==> src/hdl/esm_pkg.sv <==
package esm_pkg;

  localparam int CMD_W     = 12;
  localparam int SPEED_W   = 11;
  localparam int MAG_W     = 10;
  localparam int SCALE_SH  = 9;
  localparam int FULL_SCALE = 1 << SCALE_SH;
  localparam int DIFF_W    = CMD_W + 1;
  localparam int NUM_W     = 24;
  localparam int CFG_IDX_W = 3;
  localparam int Q_DEPTH   = 2;
  localparam int QPTR_W    = 1;

  typedef logic [CMD_W-1:0] cmd_t;

  typedef enum logic [CFG_IDX_W-1:0] {
    CFG_NEUTRAL = 3'd0,
    CFG_FWD_MIN = 3'd1,
    CFG_FWD_MAX = 3'd2,
    CFG_REV_MIN = 3'd3,
    CFG_REV_MAX = 3'd4
  } cfg_idx_t;

  localparam cmd_t NEUTRAL_RST = 12'd90;
  localparam cmd_t FWD_MIN_RST = 12'd100;
  localparam cmd_t FWD_MAX_RST = 12'd120;
  localparam cmd_t REV_MIN_RST = 12'd80;
  localparam cmd_t REV_MAX_RST = 12'd60;

  typedef struct packed {
    cmd_t neutral;
    cmd_t fwd_min;
    cmd_t fwd_max;
    cmd_t rev_min;
    cmd_t rev_max;
  } cfg_t;

  // One classified request: the opening word of a brake sequence and the target.
  typedef struct packed {
    cmd_t first_cmd;
    cmd_t target;
    logic brake;
  } q_entry_t;

  function automatic logic in_rev_range(cmd_t c, cmd_t a, cmd_t b);
    return ((c <= a) && (c >= b)) || ((c >= a) && (c <= b));
  endfunction

endpackage

==> src/hdl/esm_in_if.sv <==
interface esm_in_if;
  logic                                valid;
  logic                                ready;
  logic signed [esm_pkg::SPEED_W-1:0]  speed_request;

  modport source (output valid, output speed_request, input ready);
  modport sink (input valid, input speed_request, output ready);
endinterface

==> src/hdl/esm_out_if.sv <==
interface esm_out_if;
  logic          valid;
  logic          ready;
  esm_pkg::cmd_t motor_cmd;
  logic          hold_after;
  logic          braked;
  logic          last;

  modport source (output valid, output motor_cmd, output hold_after, output braked,
                  output last, input ready);
  modport sink (input valid, input motor_cmd, input hold_after, input braked,
                input last, output ready);
endinterface

==> src/hdl/esm_front.sv <==
module esm_front (
  input  logic              clk,
  input  logic              rst_n,
  esm_in_if.sink            in_ch,
  input  esm_pkg::cfg_t     cfg,
  output esm_pkg::q_entry_t push_data,
  output logic              push_valid,
  input  logic              push_ready
);

  logic                                s1_valid_r;
  logic                                s1_valid_nxt;
  esm_pkg::cmd_t                       s1_lo_r;
  logic signed [esm_pkg::NUM_W-1:0]    s1_prod_r;
  logic                                s1_neutral_r;
  esm_pkg::cmd_t                       last_cmd_r;

  logic signed [esm_pkg::SPEED_W-1:0]  spd;
  logic signed [esm_pkg::SPEED_W-1:0]  neg_spd;
  logic                                is_fwd;
  logic                                is_rev;
  logic [esm_pkg::MAG_W-1:0]           mag;
  logic signed [esm_pkg::SPEED_W-1:0]  mag_s;
  esm_pkg::cmd_t                       lo;
  esm_pkg::cmd_t                       hi;
  logic signed [esm_pkg::DIFF_W-1:0]   diff;
  logic signed [esm_pkg::NUM_W-1:0]    prod;
  logic                                in_fire;
  logic                                advance;

  logic signed [esm_pkg::NUM_W-1:0]    num;
  esm_pkg::cmd_t                       target;
  logic                                brake_fwd;
  logic                                brake_rev;

  // Stage 1: pick the range and form (hi - lo) * |speed|.
  always_comb begin
    spd     = in_ch.speed_request;
    neg_spd = -spd;
    is_fwd  = (spd > 0) && (spd <= esm_pkg::SPEED_W'(esm_pkg::FULL_SCALE));
    is_rev  = (spd < 0) && (spd >= -esm_pkg::SPEED_W'(esm_pkg::FULL_SCALE));
    mag     = is_fwd ? spd[esm_pkg::MAG_W-1:0] : neg_spd[esm_pkg::MAG_W-1:0];
    mag_s   = $signed({1'b0, mag});
    lo      = is_fwd ? cfg.fwd_min : cfg.rev_min;
    hi      = is_fwd ? cfg.fwd_max : cfg.rev_max;
    diff    = $signed({1'b0, hi}) - $signed({1'b0, lo});
    prod    = esm_pkg::NUM_W'(diff) * esm_pkg::NUM_W'(mag_s);
  end

  assign in_fire      = in_ch.valid && in_ch.ready;
  assign advance      = s1_valid_r && push_ready;
  assign in_ch.ready  = !s1_valid_r || push_ready;
  assign s1_valid_nxt = in_fire || (s1_valid_r && !push_ready);

  always_ff @(posedge clk) begin
    if (!rst_n) begin
      s1_valid_r <= 1'b0;
    end else begin
      s1_valid_r <= s1_valid_nxt;
    end
  end

  always_ff @(posedge clk) begin
    if (in_fire) begin
      s1_lo_r      <= lo;
      s1_prod_r    <= prod;
      s1_neutral_r <= !(is_fwd || is_rev);
    end
  end

  // Stage 2: finish the interpolation and decide whether a brake sequence is due.
  // The numerator never goes negative, so the floor is a plain shift.
  always_comb begin
    num       = $signed({3'b000, s1_lo_r, {esm_pkg::SCALE_SH{1'b0}}}) + s1_prod_r;
    target    = s1_neutral_r ? cfg.neutral : num[esm_pkg::SCALE_SH +: esm_pkg::CMD_W];
    brake_fwd = (target < cfg.fwd_min) && (last_cmd_r > cfg.fwd_min);
    brake_rev = !esm_pkg::in_rev_range(target, cfg.rev_min, cfg.rev_max) &&
                esm_pkg::in_rev_range(last_cmd_r, cfg.rev_min, cfg.rev_max);
    push_data.target    = target;
    push_data.brake     = brake_fwd || brake_rev;
    push_data.first_cmd = brake_fwd ? cfg.rev_max : cfg.fwd_max;
  end

  assign push_valid = s1_valid_r;

  always_ff @(posedge clk) begin
    if (!rst_n) begin
      last_cmd_r <= esm_pkg::NEUTRAL_RST;
    end else if (advance) begin
      last_cmd_r <= target;
    end
  end

endmodule

==> src/hdl/esm_queue.sv <==
module esm_queue (
  input  logic              clk,
  input  logic              rst_n,
  input  esm_pkg::q_entry_t push_data,
  input  logic              push_valid,
  output logic              push_ready,
  output esm_pkg::q_entry_t pop_data,
  output logic              pop_valid,
  input  logic              pop_ready
);

  esm_pkg::q_entry_t            mem_r [esm_pkg::Q_DEPTH];
  logic [esm_pkg::QPTR_W-1:0]   wr_ptr_r;
  logic [esm_pkg::QPTR_W-1:0]   rd_ptr_r;
  logic [esm_pkg::QPTR_W:0]     count_r;
  logic                         do_push;
  logic                         do_pop;

  assign push_ready = count_r != (esm_pkg::QPTR_W+1)'(esm_pkg::Q_DEPTH);
  assign pop_valid  = count_r != '0;
  assign pop_data   = mem_r[rd_ptr_r];
  assign do_push    = push_valid && push_ready;
  assign do_pop     = pop_valid && pop_ready;

  always_ff @(posedge clk) begin
    if (!rst_n) begin
      wr_ptr_r <= '0;
      rd_ptr_r <= '0;
      count_r  <= '0;
    end else begin
      if (do_push) begin
        wr_ptr_r <= wr_ptr_r + 1'b1;
      end
      if (do_pop) begin
        rd_ptr_r <= rd_ptr_r + 1'b1;
      end
      if (do_push && !do_pop) begin
        count_r <= count_r + 1'b1;
      end else if (do_pop && !do_push) begin
        count_r <= count_r - 1'b1;
      end
    end
  end

  always_ff @(posedge clk) begin
    if (do_push) begin
      mem_r[wr_ptr_r] <= push_data;
    end
  end

endmodule

==> src/hdl/esm_back.sv <==
module esm_back (
  input  logic              clk,
  input  logic              rst_n,
  input  esm_pkg::cfg_t     cfg,
  input  esm_pkg::q_entry_t pop_data,
  input  logic              pop_valid,
  output logic              pop_ready,
  esm_out_if.source         out_ch
);

  typedef enum logic [1:0] {
    ST_IDLE,
    ST_NEUTRAL,
    ST_TARGET
  } state_t;

  state_t            state_r;
  esm_pkg::cmd_t     target_r;
  logic              out_valid_r;
  esm_pkg::cmd_t     motor_cmd_r;
  logic              hold_after_r;
  logic              braked_r;
  logic              last_r;
  logic              load;

  // The output register can take a new word when empty or when its word leaves.
  assign load      = !out_valid_r || out_ch.ready;
  assign pop_ready = load && (state_r == ST_IDLE);

  always_ff @(posedge clk) begin
    if (!rst_n) begin
      state_r     <= ST_IDLE;
      out_valid_r <= 1'b0;
    end else if (load) begin
      case (state_r)
        ST_IDLE: begin
          out_valid_r <= pop_valid;
          if (pop_valid) begin
            target_r <= pop_data.target;
            if (pop_data.brake) begin
              motor_cmd_r  <= pop_data.first_cmd;
              hold_after_r <= 1'b1;
              braked_r     <= 1'b1;
              last_r       <= 1'b0;
              state_r      <= ST_NEUTRAL;
            end else begin
              motor_cmd_r  <= pop_data.target;
              hold_after_r <= 1'b0;
              braked_r     <= 1'b0;
              last_r       <= 1'b1;
            end
          end
        end
        ST_NEUTRAL: begin
          out_valid_r  <= 1'b1;
          motor_cmd_r  <= cfg.neutral;
          hold_after_r <= 1'b1;
          braked_r     <= 1'b1;
          last_r       <= 1'b0;
          state_r      <= ST_TARGET;
        end
        ST_TARGET: begin
          out_valid_r  <= 1'b1;
          motor_cmd_r  <= target_r;
          hold_after_r <= 1'b1;
          braked_r     <= 1'b1;
          last_r       <= 1'b1;
          state_r      <= ST_IDLE;
        end
        default: begin
          out_valid_r <= 1'b0;
          state_r     <= ST_IDLE;
        end
      endcase
    end
  end

  assign out_ch.valid      = out_valid_r;
  assign out_ch.motor_cmd  = motor_cmd_r;
  assign out_ch.hold_after = hold_after_r;
  assign out_ch.braked     = braked_r;
  assign out_ch.last       = last_r;

endmodule

==> src/hdl/esc_speed_mapper_with_brake_top.sv <==
// Speed mapper for an electronic speed controller, with brake before reverse.
// in_ch carries one signed speed request per word (512 counts per unit); out_ch
// carries motor command words, each flagged with hold_after, braked and last.
// A request gives one word, or three words (full reverse or full forward,
// neutral, target) when the direction changes; last marks the final word.
// The cfg port writes the five command registers; write only while idle.
// The first word of a request reaches out_ch through the product register, a
// queue entry and the output register.
// Throughput: one request per cycle for plain requests while out_ch is ready; a
// brake sequence holds the output register for its three words. A two-entry
// queue sits between the classifier and the output sequencer, so requests keep
// flowing in while a brake sequence drains.
// When the receiver stalls, the output word holds, the queue fills and then
// in_ch.ready drops. Reset restores the default command registers, sets the
// remembered command to neutral and empties the pipeline and queue.
module esc_speed_mapper_with_brake_top (
  input  logic                              clk,
  input  logic                              rst_n,
  esm_in_if.sink                            in_ch,
  esm_out_if.source                         out_ch,
  input  logic                              cfg_we,
  input  logic [esm_pkg::CFG_IDX_W-1:0]     cfg_index,
  input  logic [esm_pkg::CMD_W-1:0]         cfg_wdata
);

  esm_pkg::cfg_t     cfg_r;
  esm_pkg::q_entry_t push_data;
  logic              push_valid;
  logic              push_ready;
  esm_pkg::q_entry_t pop_data;
  logic              pop_valid;
  logic              pop_ready;

  always_ff @(posedge clk) begin
    if (!rst_n) begin
      cfg_r.neutral <= esm_pkg::NEUTRAL_RST;
      cfg_r.fwd_min <= esm_pkg::FWD_MIN_RST;
      cfg_r.fwd_max <= esm_pkg::FWD_MAX_RST;
      cfg_r.rev_min <= esm_pkg::REV_MIN_RST;
      cfg_r.rev_max <= esm_pkg::REV_MAX_RST;
    end else if (cfg_we) begin
      case (esm_pkg::cfg_idx_t'(cfg_index))
        esm_pkg::CFG_NEUTRAL: cfg_r.neutral <= cfg_wdata;
        esm_pkg::CFG_FWD_MIN: cfg_r.fwd_min <= cfg_wdata;
        esm_pkg::CFG_FWD_MAX: cfg_r.fwd_max <= cfg_wdata;
        esm_pkg::CFG_REV_MIN: cfg_r.rev_min <= cfg_wdata;
        esm_pkg::CFG_REV_MAX: cfg_r.rev_max <= cfg_wdata;
        default: ;
      endcase
    end
  end

  esm_front u_front (
    .clk        (clk),
    .rst_n      (rst_n),
    .in_ch      (in_ch),
    .cfg        (cfg_r),
    .push_data  (push_data),
    .push_valid (push_valid),
    .push_ready (push_ready)
  );

  esm_queue u_queue (
    .clk        (clk),
    .rst_n      (rst_n),
    .push_data  (push_data),
    .push_valid (push_valid),
    .push_ready (push_ready),
    .pop_data   (pop_data),
    .pop_valid  (pop_valid),
    .pop_ready  (pop_ready)
  );

  esm_back u_back (
    .clk       (clk),
    .rst_n     (rst_n),
    .cfg       (cfg_r),
    .pop_data  (pop_data),
    .pop_valid (pop_valid),
    .pop_ready (pop_ready),
    .out_ch    (out_ch)
  );

endmodule
==> src/flat_wrapper.sv <==
// flat-port wrapper written by rule: the top's interface ports become plain ports
module esc_speed_mapper_with_brake_top_flat 
  (clk, rst_n, cfg_we, cfg_index, cfg_wdata, in_ch_valid, in_ch_speed_request, in_ch_ready, out_ch_valid, out_ch_motor_cmd, out_ch_hold_after, out_ch_braked, out_ch_last, out_ch_ready);
  esm_in_if in_ch_i ();
  esm_out_if out_ch_i ();
  input  logic clk;
  input  logic rst_n;
  input  logic cfg_we;
  input  logic [esm_pkg::CFG_IDX_W-1:0] cfg_index;
  input  logic [esm_pkg::CMD_W-1:0] cfg_wdata;
  input wire logic [$bits(in_ch_i.valid)-1:0] in_ch_valid;
  input wire logic [$bits(in_ch_i.speed_request)-1:0] in_ch_speed_request;
  output wire logic [$bits(in_ch_i.ready)-1:0] in_ch_ready;
  output wire logic [$bits(out_ch_i.valid)-1:0] out_ch_valid;
  output wire logic [$bits(out_ch_i.motor_cmd)-1:0] out_ch_motor_cmd;
  output wire logic [$bits(out_ch_i.hold_after)-1:0] out_ch_hold_after;
  output wire logic [$bits(out_ch_i.braked)-1:0] out_ch_braked;
  output wire logic [$bits(out_ch_i.last)-1:0] out_ch_last;
  input wire logic [$bits(out_ch_i.ready)-1:0] out_ch_ready;
  assign in_ch_i.valid = in_ch_valid;
  assign in_ch_i.speed_request = in_ch_speed_request;
  assign in_ch_ready = in_ch_i.ready;
  assign out_ch_valid = out_ch_i.valid;
  assign out_ch_motor_cmd = out_ch_i.motor_cmd;
  assign out_ch_hold_after = out_ch_i.hold_after;
  assign out_ch_braked = out_ch_i.braked;
  assign out_ch_last = out_ch_i.last;
  assign out_ch_i.ready = out_ch_ready;
  esc_speed_mapper_with_brake_top u_core (.clk(clk), .rst_n(rst_n), .in_ch(in_ch_i), .out_ch(out_ch_i), .cfg_we(cfg_we), .cfg_index(cfg_index), .cfg_wdata(cfg_wdata));
endmodule
==> config.mk <==
export PLATFORM = sky130hd
export DESIGN_NAME = esc_speed_mapper_with_brake_top_flat
export DESIGN_NICKNAME = d
export VERILOG_FILES = /design/src/hdl/esm_pkg.sv /design/src/hdl/esm_in_if.sv /design/src/hdl/esm_out_if.sv /design/src/hdl/esm_front.sv /design/src/hdl/esm_queue.sv /design/src/hdl/esm_back.sv /design/src/hdl/esc_speed_mapper_with_brake_top.sv /design/src/flat_wrapper.sv
export SDC_FILE = /design/constraint.sdc
export NUM_CORES = 1
export LEC_CHECK = 0
export ABC_CLOCK_PERIOD_IN_PS = 13200
export BUFFER_PORTS_ARGS = -buffer_cell sky130_fd_sc_hd__buf_2
export CORE_MARGIN = 2
export CORE_UTILIZATION = 45
export CTS_CLUSTER_SIZE = 40
export DETAILED_ROUTE_END_ITERATION = 10
export GPL_ROUTABILITY_DRIVEN = 0
export MAX_ROUTING_LAYER = met4
export PLACE_DENSITY = 0.64
export SETUP_SLACK_MARGIN = 0.05
export SLEW_MARGIN = 20
export SYNTH_ARGS = -nofsm -noshare
export SYNTH_HDL_FRONTEND = slang
export SYNTH_SLANG_ARGS = --single-unit
==> constraint.sdc <==
create_clock -name clk -period 13.2 [get_ports clk]
set_input_delay 1.32 -clock clk [delete_from_list [all_inputs] [get_ports clk]]
set_output_delay 1.32 -clock clk [all_outputs]
set_load 0.005 [all_outputs]
Word level (Yosys, flattened, before mapping)
Memory sizes are Yosys's and may differ from the RTL's. A register that Yosys moved wholly into a read port is not among the register bits.
Index checks and enable logic that the tools add are counted.

storage, ports and cells
  register bits after elaboration = 140
  latch bits = 0
  bits in writable memories = 50
  memory bits (read-only) = 0
  input port bits = 31
  output and inout port bits = 17
  logic and storage cells = 120
  memories kept = 1

memory list
  name                  words  width  read ports  clocked after Yosys merged registers in  write ports  RTL line         source
  u_core.u_queue.mem_r  2      25     1           1                                        1            esm_queue.sv:12  esm_pkg::q_entry_t mem_r [esm_pkg::Q_DEPTH];

cells by class
  add/subtract/negate cells = 7
  multipliers = 1
  divide/modulo/power cells = 0
  magnitude comparators = 14
  equality and inequality tests = 9
  shift operators = 0
  multiplexer cells = 24
  bitwise operators = 0
  reductions and logical operators = 45

operators by type and width
  kind                    count
  $mux W12                6
  $ge A12 B12 Y1          4
  $le A12 B12 Y1          4
  $pmux W12 S3            1
  $add A21 B21 Y21        1
  $mul A13 B11 Y21        1
  $logic_and A1 B1 Y1     15
  $sub A12 B12 Y13        1
  $gt A12 B12 Y1          1
  $lt A12 B12 Y1          1
  $reduce_and A4 Y1       3
  $ge A11 B10 Y1 const B  1
  $gt A11 B1 Y1 const B   1
  $le A11 B11 Y1 const B  1
  $lt A11 B1 Y1 const B   1
  $mux W10                1
  $neg A10 Y10            1
  $reduce_and A2 Y1       5
  $mux W1                 8
  $mux W2                 4
  $logic_not A1 Y1        7
  $logic_or A1 B1 Y1      7
  $eq A3 B2 Y1 const B    2
  $reduce_bool A2 Y1      3
  17 further kinds        20

Longest topological paths before layout
  depth after elaboration = 8
  mapped depth = 39
  gate-level depth less buffers = 35

Cells and area by module
A second synthesis with hierarchy kept.

second synthesis, totals
  cell total of the unflattened synthesis = 1483
  area total of the unflattened synthesis = 14802.9 um2

modules (own cells, without submodules)
  module                           instances  cells an instance  area each (um2)
  esm_front                        1          1049               9043.7
  esc_speed_mapper_with_brake_top  1          219                2284.7
  esm_queue                        1          102                2040.7
  esm_back                         1          113                1433.9

Worst setup path after synthesis
No wires, ideal clock.

  kind = input -> register
  from = input in_ch_speed_request[0]
  to = register u_core.u_front.s1_prod_r[20] (netlist bit), data pin
  data arrival time = 9640 ps
  path slack = 3302 ps
  stages on the path = 34
  path buffers = 4
  cell sequence = buf_2 inv_1 ha_1 inv_1 o31a_1 nor2b_1 buf_2 buf_2 buf_1 mux2i_1 ha_1 inv_1 fa_1 a211oi_1 o21bai_1 a21oi_1 o21bai_1 a211oi_1 o21bai_1 a21oi_1 nand2_1 inv_1 fa_1 fa_1 fa_1 fa_1 inv_1 fa_1 inv_1 ha_1 a2111oi_0 a21oi_2 xnor2_1 xnor2_1

on the way
  longest elaborated chain between the ends = 5
  elaborated cells between the ends (all ways) = 9
  classes of those cells = 2 x add/sub; 1 x mul; 2 x order compare; 3 x mux; 1 x reduce/logical

ends and longest elaborated chain
  item                                             RTL line                          source
  start: declaration                               flat_wrapper.sv:12                input wire logic [$bits(in_ch_i.speed_request)-1:0] in_ch_speed_request;
  $gt A11 B1 Y1 or $le A11 B11 Y1 (tied branches)  esm_front.sv:40                   is_fwd = (spd > 0) && (spd <= esm_pkg::SPEED_W'(esm_pkg::FULL_SCALE));
  $logic_and A1 B1 Y1                              esm_front.sv:40
  $mux W12 (on tied branches)                      esm_front.sv:45, esm_front.sv:44
  $sub A12 B12 Y13                                 esm_front.sv:46                   diff = $signed({1'b0, hi}) - $signed({1'b0, lo});
  $mul A13 B11 Y21 *                               esm_front.sv:47                   prod = esm_pkg::NUM_W'(diff) * esm_pkg::NUM_W'(mag_s);
  via u_core.u_front.prod, one bit                 esm_front.sv:27                   logic signed [esm_pkg::NUM_W-1:0] prod;
  end signal: assignment                           esm_front.sv:66                   s1_prod_r <= prod;
  end: declaration                                 esm_front.sv:14                   logic signed [esm_pkg::NUM_W-1:0] s1_prod_r;

Mark *: on every way through the listed nets, which the timed path passes. The rest lies on a longest branch.
A chain may end at the register's enable or synchronous reset.

Worst setup path after layout
Ends and elaborated chain as after synthesis.

==> results.py <==
metrics = {
    "clocking": {
        "cts_buffer_depth": 2,
        "cts_tree": "built",
        "clock_sinks": 182,
        "cts_resized": 0,
        "htreeDepth": 4,
        "cts-root-buf": "clkbuf_16",
        "postCtsSetupBuffers": 0,
        "path_clk_slew_ns": 0.07,
        "cts_buffers": 17,
        "cts_hold_buffers": 0,
        "clock_latency_ns": 0.45,
    },
    "synthesis": {
        "avgSynthCellArea_sq_um": 9.57,
        "synth_edf_count": 101,
        "yosys_warnings": 0,
        "async_reset_ff_share_pct": 0,
        "ys_seq_elements": 182,
        "synth_seq_area_share_pct": 31.9,
        "syn_nets": 1810,
        "syn-instance-count": 1525,
        "yosys.cell_types.count": 59,
        "syn_area_sq_um": 14600,
        "synth_top_flop_cell": "edfxtp_1",
    },
    "timing": {
        "setup_viol": 0,
        "slew_viol_final": 0,
        "finClkSkew_ns": 0.0127,
        "finalHoldViolations": 0,
        "period_share_pct": 77.5,
        "max_slew_margin_pct": 33.6,
        "fmax_mhz": 97.8,
        "worst_pin_slew_ns": 0.992,
        "min_period_ns": 10.23,
        "rsz0062_at_grt": "false",
        "fin_tns_setup_ns": 0,
    },
    "final_layout": {
        "num-fill-cells": 2971,
        "layoutNonFillerInstCount": 1982,
        "multiInputGateArea_sq_um": 8990,
        "nets": 1852,
        "layout_common_cells": "nand2_1 (211), inv_1 (208), ha_1 (146)",
        "seq_area_sq_um": 4650,
        "antennaDiodeCount": 0,
        "syn2layout_area_growth_pct": 9.13,
        "drive_gt1_share_pct": 10.4,
        "layout_commonest_cell": "nand2_1",
    },
    "floorplan": {
        "start_util_pct": 46.0,
        "boundaryPins": 48,
        "design.core.area_sq_um": 31700,
        "die_y_um": 184,
        "die_w_um": 184,
        "die-area_sq_um": 33900,
        "fp-row-count": 65,
    },
    "grt": {
        "grt_pass1_vias": 10518,
        "track_usage_pct": 23.4,
        "overflow": 0,
        "grt_max_degree": 84,
        "grt_first_pass_wirelength_um": 58600,
        "antenna_found_initial": 1,
    },
    "flow_run": {
        "cap_violations": 0,
    },
    "worst_setup_path": {
        "cp_slowest_cell": "fa_1",
        "setup.worst_path.class": "input pin to flip-flop",
        "required_ns": 13.39,
        "max_stage_delay_ns": 0.60,
        "end_kind": "flip-flop",
        "cp.arrival_ns": 10.42,
        "cp-start-kind": "input pin",
        "worstPathMaxFanout": 34,
    },
    "min_path": {
        "hold_path.class": "flip-flop to flip-flop",
    },
    "status": {
        "status": "finished clean",
    },
    "routing": {
        "drc_errors": 0,
        "vias": 10741,
        "routedWlPerCell_um": 18.6,
        "firstDrtPassIters": 5,
        "routed_wl_um": 36800,
        "drtIter0Drc": 865,
        "antenna_left": 0,
        "viasPerCell": 5.42,
    },
    "placement": {
        "port_buffers": 47,
        "dpl.hpwl_um": 28900,
        "place_inst": 1949,
    },
}
## synth_stat cells (all sizes together) (5+ instances only)
cell	number	area share, %
a2111oi	5	0.34
a211oi	7	0.36
a21boi	49	2.5
a21o	29	1.5
a21oi	77	2.7
a221oi	13	0.78
and2	21	0.90
and3	7	0.30
buf	12	0.39
clkbuf	35	0.90
dfxtp	81	11
edfxtp	101	21
fa	108	15
ha	146	13
inv	208	5.3
mux2	37	2.9
mux2i	17	1.2
nand2	211	5.4
nand2b	9	0.39
nand3	17	0.58
nand4	17	0.73
nor2	108	2.8
nor2b	20	0.86
nor3	17	0.58
o211ai	12	0.62
o21a	16	0.82
o21ai	29	0.99
o21bai	7	0.36
or2	5	0.21
or3	8	0.34
xnor2	40	2.4
xor2	25	1.5
## area by class of cell
class | instances | area share [%]
inverter | 209 | 4.93
clock buffer | 19 | 2.91
timing repair buffer | 70 | 2.64
clock inverter | 13 | 0.699
tap | 402 | 3.16
sequential | 182 | 29.2
multi-input combinational | 1087 | 56.4
## state kept, by name, indices dropped and copies added, names as in the netlist, named ones only
name,count
u_core.u_front.push_valid,1
u_core.u_back.state_r,2
u_core.u_queue.rd_ptr_r,1
u_core.u_queue.mem_r,50
u_core.cfg_r,60
u_core.u_queue.wr_ptr_r,1
u_core.u_back.out_ch.valid,1
u_core.u_front.last_cmd_r,12
u_core.u_back.target_r,12
u_core.u_queue.count_r,2
u_core.u_back.out_ch.braked,1
u_core.u_front.s1_prod_r,12
u_core.u_back.out_ch.motor_cmd,12
u_core.u_back.out_ch.last,1
u_core.u_front.s1_neutral_r,1
u_core.u_front.s1_lo_r,12
## metal layers
| layer | track usage, % | vias to the layer above | routed length [um] |
|---|---|---|---|
| met5 | - | - | 0 |
| met4 | 5.25 | 0 | 516 |
| met3 | 4.91 | 33 | 2600 |
| met2 | 36.0 | 320 | 16600 |
| met1 | 32.0 | 5192 | 17100 |
| li1 | - | 5196 | - |
## critical path, delay by kind of cell
family	cells	cell delay, ns
compound gates	10	2.92
fa+ha+maj	9	3.97
xor+xnor	2	0.28
mux	1	0.23
simple gates	2	0.62
buf+inv	8	1.02
## stage by stage
| step | area, sq um | utilization (%) | worst slack, ns | hold slack [ns] |
|---|---|---|---|---|
| global route | 15900 | 50.2 | 2.17 | 0.492 |
| CTS | 15900 | 50.1 | 2.67 | 0.470 |
| floorplan | 14600 | - | 3.30 | 0.443 |
| finish | 15900 | 50.2 | 2.97 | 0.467 |
| global placement | 15300 | 48.3 | 2.46 | 0.453 |
| detailed placement | 15300 | 48.3 | 2.25 | 0.459 |
## logic make-up after synthesis
family          count (synthesis)  share of synthesized area [%]
compound gates                264                           12.4
mux                            54                           4.02
buf+inv                       256                           6.67
simple gates                  450                           13.8
flops                         182                           31.9
fa+ha+maj                     254                           27.3
xor+xnor                       65                           3.90
## path summary, 6_finish.rpt
| path | from | endpoint | slack, ns | cells after the start |
|---|---|---|---|---|
| worst max-delay path | in_ch_speed_request[0] | u_core.u_front.s1_prod_r[20] | 2.97 | 32 |
| worst min-delay path | u_core.cfg_r[46] | u_core.cfg_r[46] | 0.47 | 2 |
| worst max register to register | u_core.cfg_r[12] | u_core.u_front.s1_prod_r[20] | 5.14 | 25 |
| worst min register to register | u_core.cfg_r[46] | u_core.cfg_r[46] | 0.47 | 2 |
Power is not shown: default switching activity piles up to over one toggle a cycle in this logic, so the estimate is an artifact.
